<file path="src/rtl/core/assert_macros.svh">
// Assertion macros used by the deframer back end.
`ifndef ASSERT_MACROS_SVH
`define ASSERT_MACROS_SVH

// Checks that a condition holds at every clock edge outside reset.
`define ASSERT_ALWAYS(label, clk, rst_n, cond) \
	label: assert property (@(posedge clk) disable iff (!(rst_n)) (cond)) \
		else $error("assertion failed: invariant violated");

// Checks that a condition implies another one in the same cycle.
`define ASSERT_IMPLIES(label, clk, rst_n, ante, cons) \
	label: assert property (@(posedge clk) disable iff (!(rst_n)) (ante) |-> (cons)) \
		else $error("assertion failed: same-cycle implication violated");

// Checks that a condition implies another one in the next cycle.
`define ASSERT_NEXT(label, clk, rst_n, ante, cons) \
	label: assert property (@(posedge clk) disable iff (!(rst_n)) (ante) |=> (cons)) \
		else $error("assertion failed: next-cycle implication violated");

`endif

</file>
<file path="src/rtl/core/tsd_pkg.sv">
// Shared types and constants of the telemetry sentence deframer.
package tsd_pkg;

	// Default depth of the command queue between front and back.
	localparam int QueueDepth = 4;

	// The star character that forms the terminator.
	localparam logic [7:0] StarChar = 8'h2A;

	// Reset value of the prefix register, "$AR:".
	localparam logic [31:0] PrefixReset = 32'h2441523A;

	// Commands that the front hands to the back.
	typedef enum logic [1:0] {
		OP_PASS,
		OP_STAR_PAIR,
		OP_END
	} op_t;

	// One queued command: a body byte, a star pair, or a frame end with its XOR and check result.
	typedef struct packed {
		op_t        op;
		logic [7:0] data;
		logic       ok;
	} cmd_t;

endpackage

</file>
<file path="src/rtl/core/tsd_front.sv">
// Front end: prefix hunt, star handling, running XOR and checksum parse.
module tsd_front (
	input  logic              clk,
	input  logic              arst_n,
	input  logic              push,
	input  logic              q_full,
	input  logic [7:0]        rx_byte,
	input  logic              cfg_valid,
	output logic              cfg_ready,
	input  logic [31:0]       cfg_data,
	output logic              q_push,
	output tsd_pkg::cmd_t     q_cmd
);

	typedef enum logic [2:0] {
		PH_HUNT,
		PH_BODY,
		PH_STAR,
		PH_HEX1,
		PH_HEX2
	} phase_t;

	phase_t      phase_q, phase_d;
	logic [1:0]  idx_q, idx_d;
	logic [7:0]  xor_q, xor_d;
	logic [3:0]  hi_q, hi_d;
	logic        bad_q, bad_d;
	logic [31:0] prefix_q;
	logic        accept;
	logic [7:0]  pb_cur;
	logic [4:0]  hex_v;
	logic [7:0]  rx_sum;
	logic        emit;
	tsd_pkg::cmd_t cmd_d;

	// Returns the digit value, or 16 when the byte is not a hex digit.
	function automatic logic [4:0] hex_value(input logic [7:0] c);
		logic [4:0] v;
		v = 5'd16;
		if (c >= 8'h30 && c <= 8'h39) begin
			v = 5'(c - 8'h30);
		end else if (c >= 8'h41 && c <= 8'h46) begin
			v = 5'(c - 8'h37);
		end else if (c >= 8'h61 && c <= 8'h66) begin
			v = 5'(c - 8'h57);
		end
		return v;
	endfunction

	assign cfg_ready = 1'b1;
	assign accept    = push && !q_full;

	// Expected prefix byte at the current match position.
	assign pb_cur = prefix_q[{~idx_q, 3'b000} +: 8];
	assign hex_v  = hex_value(rx_byte);
	assign rx_sum = {hi_q, hex_v[3:0]};

	// Next state and the command caused by the incoming byte.
	always_comb begin
		phase_d = phase_q;
		idx_d   = idx_q;
		xor_d   = xor_q;
		hi_d    = hi_q;
		bad_d   = bad_q;
		emit    = 1'b0;
		cmd_d   = '{op: tsd_pkg::OP_PASS, data: rx_byte, ok: 1'b0};
		unique case (phase_q)
			PH_BODY: begin
				if (rx_byte == tsd_pkg::StarChar) begin
					phase_d = PH_STAR;
				end else begin
					xor_d = xor_q ^ rx_byte;
					emit  = 1'b1;
				end
			end
			PH_STAR: begin
				if (rx_byte == tsd_pkg::StarChar) begin
					phase_d = PH_HEX1;
				end else begin
					xor_d     = xor_q ^ tsd_pkg::StarChar ^ rx_byte;
					emit      = 1'b1;
					cmd_d.op  = tsd_pkg::OP_STAR_PAIR;
					phase_d   = PH_BODY;
				end
			end
			PH_HEX1: begin
				bad_d   = hex_v[4];
				hi_d    = hex_v[3:0];
				phase_d = PH_HEX2;
			end
			PH_HEX2: begin
				emit       = 1'b1;
				cmd_d.op   = tsd_pkg::OP_END;
				cmd_d.data = xor_q;
				cmd_d.ok   = !(bad_q || hex_v[4]) && (rx_sum == xor_q);
				phase_d    = PH_HUNT;
				idx_d      = 2'd0;
				bad_d      = 1'b0;
				hi_d       = 4'd0;
			end
			default: begin
				phase_d = PH_HUNT;
				if (rx_byte == pb_cur) begin
					if (idx_q == 2'd3) begin
						// The XOR is seeded with every prefix byte after the first.
						xor_d   = prefix_q[23:16] ^ prefix_q[15:8] ^ prefix_q[7:0];
						idx_d   = 2'd0;
						phase_d = PH_BODY;
					end else begin
						idx_d = idx_q + 2'd1;
					end
				end else begin
					idx_d = (rx_byte == prefix_q[31:24]) ? 2'd1 : 2'd0;
				end
			end
		endcase
	end

	assign q_push = accept && emit;
	assign q_cmd  = cmd_d;

	// Parser state and the prefix register.
	always_ff @(posedge clk or negedge arst_n) begin
		if (!arst_n) begin
			phase_q  <= PH_HUNT;
			idx_q    <= 2'd0;
			xor_q    <= 8'd0;
			hi_q     <= 4'd0;
			bad_q    <= 1'b0;
			prefix_q <= tsd_pkg::PrefixReset;
		end else begin
			if (accept) begin
				phase_q <= phase_d;
				idx_q   <= idx_d;
				xor_q   <= xor_d;
				hi_q    <= hi_d;
				bad_q   <= bad_d;
			end
			if (cfg_valid && cfg_ready) begin
				prefix_q <= cfg_data;
			end
		end
	end

endmodule

</file>
<file path="src/rtl/core/tsd_queue.sv">
// Short command queue between the front and back ends.
module tsd_queue #(
	parameter int DEPTH = tsd_pkg::QueueDepth
) (
	input  logic          clk,
	input  logic          arst_n,
	input  logic          wr_en,
	input  tsd_pkg::cmd_t wr_cmd,
	output logic          full,
	input  logic          rd_en,
	output tsd_pkg::cmd_t rd_cmd,
	output logic          empty
);

	localparam int AW = (DEPTH > 1) ? $clog2(DEPTH) : 1;
	localparam int CW = $clog2(DEPTH + 1);

	tsd_pkg::cmd_t mem_q [DEPTH];
	logic [AW-1:0] wr_ptr_q;
	logic [AW-1:0] rd_ptr_q;
	logic [CW-1:0] count_q;

	assign full   = (count_q == CW'(DEPTH));
	assign empty  = (count_q == '0);
	assign rd_cmd = mem_q[rd_ptr_q];

	// Storage write.
	always_ff @(posedge clk) begin
		if (wr_en) begin
			mem_q[wr_ptr_q] <= wr_cmd;
		end
	end

	// Pointers and fill count.
	always_ff @(posedge clk or negedge arst_n) begin
		if (!arst_n) begin
			wr_ptr_q <= '0;
			rd_ptr_q <= '0;
			count_q  <= '0;
		end else begin
			if (wr_en) begin
				wr_ptr_q <= (wr_ptr_q == AW'(DEPTH - 1)) ? '0 : wr_ptr_q + 1'b1;
			end
			if (rd_en) begin
				rd_ptr_q <= (rd_ptr_q == AW'(DEPTH - 1)) ? '0 : rd_ptr_q + 1'b1;
			end
			if (wr_en && !rd_en) begin
				count_q <= count_q + 1'b1;
			end else if (rd_en && !wr_en) begin
				count_q <= count_q - 1'b1;
			end
		end
	end

endmodule

</file>
<file path="src/rtl/core/tsd_back.sv">
// Back end: expands queued commands into result items in an output register.
`include "assert_macros.svh"

module tsd_back (
	input  logic          clk,
	input  logic          arst_n,
	input  logic          q_empty,
	input  tsd_pkg::cmd_t q_cmd,
	output logic          q_pop,
	input  logic          pop,
	output logic          empty,
	output logic          kind,
	output logic [7:0]    data_byte,
	output logic          checksum_ok,
	output logic          last_of_step
);

	logic       out_valid_q;
	logic       kind_q;
	logic [7:0] data_q;
	logic       ok_q;
	logic       last_q;
	logic       second_q;
	logic [7:0] data2_q;
	logic       can_load;

	assign empty        = !out_valid_q;
	assign kind         = kind_q;
	assign data_byte    = data_q;
	assign checksum_ok  = ok_q;
	assign last_of_step = last_q;

	// The output register takes a new result when free or being transferred.
	assign can_load = !out_valid_q || pop;
	assign q_pop    = can_load && !second_q && !q_empty;

	// Valid flag and the pending second half of a star pair.
	always_ff @(posedge clk or negedge arst_n) begin
		if (!arst_n) begin
			out_valid_q <= 1'b0;
			second_q    <= 1'b0;
		end else if (can_load) begin
			if (second_q) begin
				out_valid_q <= 1'b1;
				second_q    <= 1'b0;
			end else if (!q_empty) begin
				out_valid_q <= 1'b1;
				second_q    <= (q_cmd.op == tsd_pkg::OP_STAR_PAIR);
			end else begin
				out_valid_q <= 1'b0;
			end
		end
	end

	// Result payload.
	always_ff @(posedge clk) begin
		if (can_load) begin
			if (second_q) begin
				kind_q <= 1'b0;
				data_q <= data2_q;
				ok_q   <= 1'b0;
				last_q <= 1'b1;
			end else if (!q_empty) begin
				unique case (q_cmd.op)
					tsd_pkg::OP_STAR_PAIR: begin
						kind_q  <= 1'b0;
						data_q  <= tsd_pkg::StarChar;
						ok_q    <= 1'b0;
						last_q  <= 1'b0;
						data2_q <= q_cmd.data;
					end
					tsd_pkg::OP_END: begin
						kind_q <= 1'b1;
						data_q <= q_cmd.data;
						ok_q   <= q_cmd.ok;
						last_q <= 1'b1;
					end
					default: begin
						kind_q <= 1'b0;
						data_q <= q_cmd.data;
						ok_q   <= 1'b0;
						last_q <= 1'b1;
					end
				endcase
			end
		end
	end

	// While the second byte is pending, the released star is on the outputs.
	`ASSERT_IMPLIES(a_star_shown, clk, arst_n, second_q, out_valid_q && !last_q && !kind_q && data_q == tsd_pkg::StarChar)
	// A frame end is always the last result of its byte.
	`ASSERT_IMPLIES(a_end_last, clk, arst_n, out_valid_q && kind_q, last_q && !second_q)
	// The pending byte either waits or appears as the closing result.
	`ASSERT_NEXT(a_pair_closes, clk, arst_n, second_q, second_q || (out_valid_q && last_q && !kind_q))

endmodule

</file>
<file path="src/rtl/core/telemetry_sentence_deframer.sv">
// Top level of the telemetry sentence deframer.
// A result passes through the command queue and then the output register.
// Throughput: one byte per cycle while not full; a byte that releases a held star yields
// two results, and the single result port drains one result per cycle while pop is high.
// The command queue of QUEUE_DEPTH entries absorbs such bursts and output stalls.
// Reset (arst_n low, asynchronous) empties the queue and output and restores the prefix.
module telemetry_sentence_deframer #(
	parameter int QUEUE_DEPTH = tsd_pkg::QueueDepth
) (
	input  logic        clk,
	input  logic        arst_n,
	input  logic        push,
	output logic        full,
	input  logic [7:0]  rx_byte,
	input  logic        pop,
	output logic        empty,
	output logic        kind,
	output logic [7:0]  data_byte,
	output logic        checksum_ok,
	output logic        last_of_step,
	input  logic        cfg_valid,
	output logic        cfg_ready,
	input  logic [31:0] cfg_data
);

	logic          q_push;
	logic          q_pop;
	logic          q_full;
	logic          q_empty;
	tsd_pkg::cmd_t q_wr_cmd;
	tsd_pkg::cmd_t q_rd_cmd;

	assign full = q_full;

	// Parser front end.
	tsd_front u_front (
		.clk       (clk),
		.arst_n    (arst_n),
		.push      (push),
		.q_full    (q_full),
		.rx_byte   (rx_byte),
		.cfg_valid (cfg_valid),
		.cfg_ready (cfg_ready),
		.cfg_data  (cfg_data),
		.q_push    (q_push),
		.q_cmd     (q_wr_cmd)
	);

	// Command queue.
	tsd_queue #(
		.DEPTH (QUEUE_DEPTH)
	) u_queue (
		.clk    (clk),
		.arst_n (arst_n),
		.wr_en  (q_push),
		.wr_cmd (q_wr_cmd),
		.full   (q_full),
		.rd_en  (q_pop),
		.rd_cmd (q_rd_cmd),
		.empty  (q_empty)
	);

	// Result back end.
	tsd_back u_back (
		.clk          (clk),
		.arst_n       (arst_n),
		.q_empty      (q_empty),
		.q_cmd        (q_rd_cmd),
		.q_pop        (q_pop),
		.pop          (pop),
		.empty        (empty),
		.kind         (kind),
		.data_byte    (data_byte),
		.checksum_ok  (checksum_ok),
		.last_of_step (last_of_step)
	);

endmodule

</file>
<file path="config.mk">
export PLATFORM = sky130hd
export DESIGN_NAME = telemetry_sentence_deframer
export DESIGN_NICKNAME = d
export VERILOG_FILES = /design/src/rtl/core/tsd_pkg.sv /design/src/rtl/core/tsd_front.sv /design/src/rtl/core/tsd_queue.sv /design/src/rtl/core/tsd_back.sv /design/src/rtl/core/telemetry_sentence_deframer.sv
export VERILOG_INCLUDE_DIRS = /design/src /design/src/rtl/core
export SDC_FILE = /design/constraint.sdc
export NUM_CORES = 1
export LEC_CHECK = 0
export ABC_CLOCK_PERIOD_IN_PS = 3000
export BUFFER_PORTS_ARGS = -buffer_cell sky130_fd_sc_hd__buf_2
export CORE_UTILIZATION = 47
export CTS_BUF_LIST = sky130_fd_sc_hd__clkbuf_16
export CTS_CLUSTER_DIAMETER = 60
export DETAILED_ROUTE_END_ITERATION = 10
export HOLD_SLACK_MARGIN = 0.06
export PLACE_DENSITY = 0.66
export SLEW_MARGIN = 20
export SYNTH_ARGS = -nofsm -noshare
export SYNTH_HDL_FRONTEND = slang
export SYNTH_SLANG_ARGS = --single-unit
</file>
<file path="constraint.sdc">
create_clock -name clk -period 3 [get_ports clk]
set_input_delay 0.75 -clock clk [delete_from_list [all_inputs] [get_ports clk]]
set_output_delay 0.75 -clock clk [all_outputs]
set_load 0.01 [all_outputs]
</file>
==> impl_results.md <==
- Status: finished, final reports clean
- Cell count after synthesis: around 470
- Placer Congestion: 0.822
- Slew @ Worst Pin: between 0.7 and 0.8 ns
- # port buffers: 57
- Final Cycle Share: 0.918
- Clock net sink count: about 120
- Via Count: between 3000 and 4000
- FP Rows: between 40 and 50
- M3 GR Usage: 0.0476
- DRT Pass-1 Iters: 5
- Global Route Usage Sum: 0.202
- Complex-gate fraction of the synthesized area: 0.0751
- Grt met1 use: 0.271
- Multi-input combinational cell area: 2570 sq um
- Clock slew at reported path FFs: 0.06 ns
- Nets: roughly 590
- Max clock buf depth: 2
- Max Clk Rate: around 360 MHz
- Fraction of layout cells with a size suffix above 1: 0.325
- Clock Latency Late Sink: ~0.42 ns
- Sequential-to-total area share from yosys stat: 0.553
- Number of enable flip-flop cells after synthesis: 63
- Via density: between 5 and 6
- Post-Syn Area per Cell: about 13 sq um
- DRT iter0 DRCs: roughly 330
- Die Span X: around 120 um
- Initial Utilization: 0.483
- HP Class: input pin to async pin
- Post-CTS Hold Fix Bufs: 0
- Top cells by count, synth: edfxtp_1 (63), dfrtp_1 (48), mux2_2 (40), xnor2_1 (32), o21ai_0 (23)
- CTS tree: done
- Async S/R FF share, synth: 0.484
- YS warnings: 0
- Crit end category: flip-flop
- CTS Buf Count: 17
- Worst R2R Start: u_front.idx_q[0]
- Xor and xnor fraction of the mapped netlist area: 0.0630
- Main combinational cell family by area after synthesis: multiplexers
- Leak Pwr: 2.78 nW
- Fillcell total: around 1100
- Layout area overhead: 17.8%
- Worst Setup Path Type: flip-flop to flip-flop
- Post-DP HPWL: ~8600 um
- Fin. Hold Viols: 0
- Vias in the first global route: between 3000 and 4000
- VDD IR-drop max: about 0.43 mV
- Routed length per instance: ~17 um
- Post-synth top area cell: edfxtp_1
- WP data required: around 3.3 ns
- R2r setup slk: ~0.25 ns
- Fin util: 0.568
- GRT overflow: 0
- Antenna violations before repair: 0
- CP Data Arrival Time: roughly 3.1 ns
- Most used flip-flop cell after synthesis: edfxtp_1
- Cell Area, Placed: between 6000 and 7000 sq um
- Synth Area in Simple Gates: 0.106
- Most frequent cell after synthesis: edfxtp_1
- Min setup slack post-route: roughly 0.25 ns
- Synth Register Bits: between 100 and 150
- Reg area: around 3400 sq um
- Max Slew Vio Count: 0
- Dpl ws: 0.0385 ns
- PD cells: between 700 and 800 nW/um^2
- GR Util met2: 0.309
- Cell area after layout: 7200 sq um
- Global-route wire length before repair: between 15000 and 20000 um
- I/O Pins: 59
- Max-slew headroom: 0.474
- Mux contribution to synthesized area: 0.149
- RSZ-0062 raised after global routing: false
- Yosys top cell area share: 0.309
- # setup viols final: 0
- Overall power: approximately 0.0052 W
- Reg2Reg Depth: 6
- H-tree levels: 4
- Die area: approximately 13000 sq um
- CP Max Fanout: 11
- DRC Markers: 0
- Detail Route Antenna Nets: 0
- Pin count of the biggest net entering global routing: 60
- Maxcap violations: 0
- Reg2Reg Capture Point: u_front.xor_q[1]
- Minimum clock period after layout: 2.75 ns
- Busiest layer in global routing: met2
- Skew final: approximately 0.0085 ns
- Critical path launch point type: flip-flop
- Syn nets: 530
- Ranking of synthesized cells by area: edfxtp_1 (31%), dfrtp_1 (20%), mux2_2 (7.4%)
- Mapped Area: 6120 sq um
- Distinct cells, synth: 55
- Setup TNS: 0 ns
- Core area: roughly 13000 sq um
- # diodes: 0
- Root Buffer: clkbuf_16
- Drt total wl: approximately 12000 um
- Die H: around 120 um
- Synth Area in Adders: 0.0258
-- stage by stage --
step / hold slack, ns / instances
4_1_cts: 0.511 / 722
3_5_place_dp: 0.517 / 690
2_1_floorplan: 0.454 / 473
3_3_place_gp: 0.504 / 690
6_report: 0.490 / 722
5_1_grt: 0.519 / 722
-- cell type report --
cell class	instances	share of cell area
multi-input combinational	312	0.357
timing repair buffer	76	0.0594
clock inverter	15	0.0210
clock buffer	17	0.0591
inverter	8	0.00417
sequential	122	0.470
tap	172	0.0299
-- worst max-delay path by stage --
stage | from | end | slack, ns | depth (start not counted)
floorplan | rx_byte[0] | u_queue.count_q[2] | 0.02 | 12
global placement | u_front.idx_q[0] | u_front.xor_q[5] | 0.07 | 6
detailed placement | rx_byte[1] | u_queue.mem_q[2][0] | 0.04 | 9
CTS | u_front.idx_q[0] | u_front.xor_q[3] | 0.04 | 6
global route | u_front.idx_q[0] | u_front.xor_q[3] | 0.08 | 6
finish | u_front.idx_q[0] | u_front.xor_q[1] | 0.25 | 6
-- flip-flops by register name (all words and copies together), names as in the netlist --
register and count:
u_front.phase_q 3, u_front.idx_q 2, u_back.second_q 1, u_queue.count_q 3
u_queue.wr_ptr_q 2, u_front.prefix_q 32, u_back.out_valid_q 1, u_front.hi_q 4
u_back.checksum_ok 1, u_back.data2_q 8, u_front.xor_q 8, u_front.bad_q 1
u_back.last_of_step 1, u_queue.rd_ptr_q 2, u_queue.mem_q 44, u_back.kind 1
u_back.data_byte 8
-- per-layer routing --
metal | vias to the layer above | wire [um]
li1 | 1883 | -
met5 | - | 0
met1 | 1930 | 5540
met2 | 116 | 5770
met4 | 0 | 260
met3 | 21 | 590
-- worst max-delay path, cell delays in order (launching register included) --
cell and delay [ns]:
dfrtp_2 0.57, mux4_2 0.56, xnor2_1 0.25, nand4_1 0.23, nor3_4 0.31, or2_1 0.34, mux2_1 0.36
-- placed cells by master, fill, tap and decap left out, types with 5 or more instances in the layout --
cell	instances
and2_1	5
a21o_1	7
mux4_2	19
dfrtp_1	47
xnor2_1	32
edfxtp_1	63
nand3_1	15
o21ai_0	23
mux2_2	40
buf_4	19
nor3b_1	5
dfstp_2	11
nor2_1	19
xor2_1	12
nor2b_1	7
ha_1	11
nand2_1	21
a21oi_1	17
a211oi_1	7
nor3_1	20
inv_1	9
buf_2	57
clkbuf_16	17
-- report_power, final --
part	total (W)	internal [W]	leakage [nW]	switching, W
clock	0.00198	0.00122	0.274	0.000763
combinational	0.000927	0.000493	1.23	0.000434
sequential	0.00225	0.00201	1.27	0.000240
-- what timing repair did --
action,CTS,global route
buffers inserted,0,0
gates resized for setup,0,1
endpoints found under the setup margin,0,3
-- cell families (layout without fill, tap and decap cells) --
group / after synthesis / in the layout
flops: 122 / 122
simple gates: 120 / 120
compound gates: 73 / 73
mux: 62 / 62
xor+xnor: 44 / 44
buf+inv: 39 / 116
fa+ha+maj: 12 / 12
other cells: 1 / 1
Note: power is estimated with default switching activity, not from simulation.
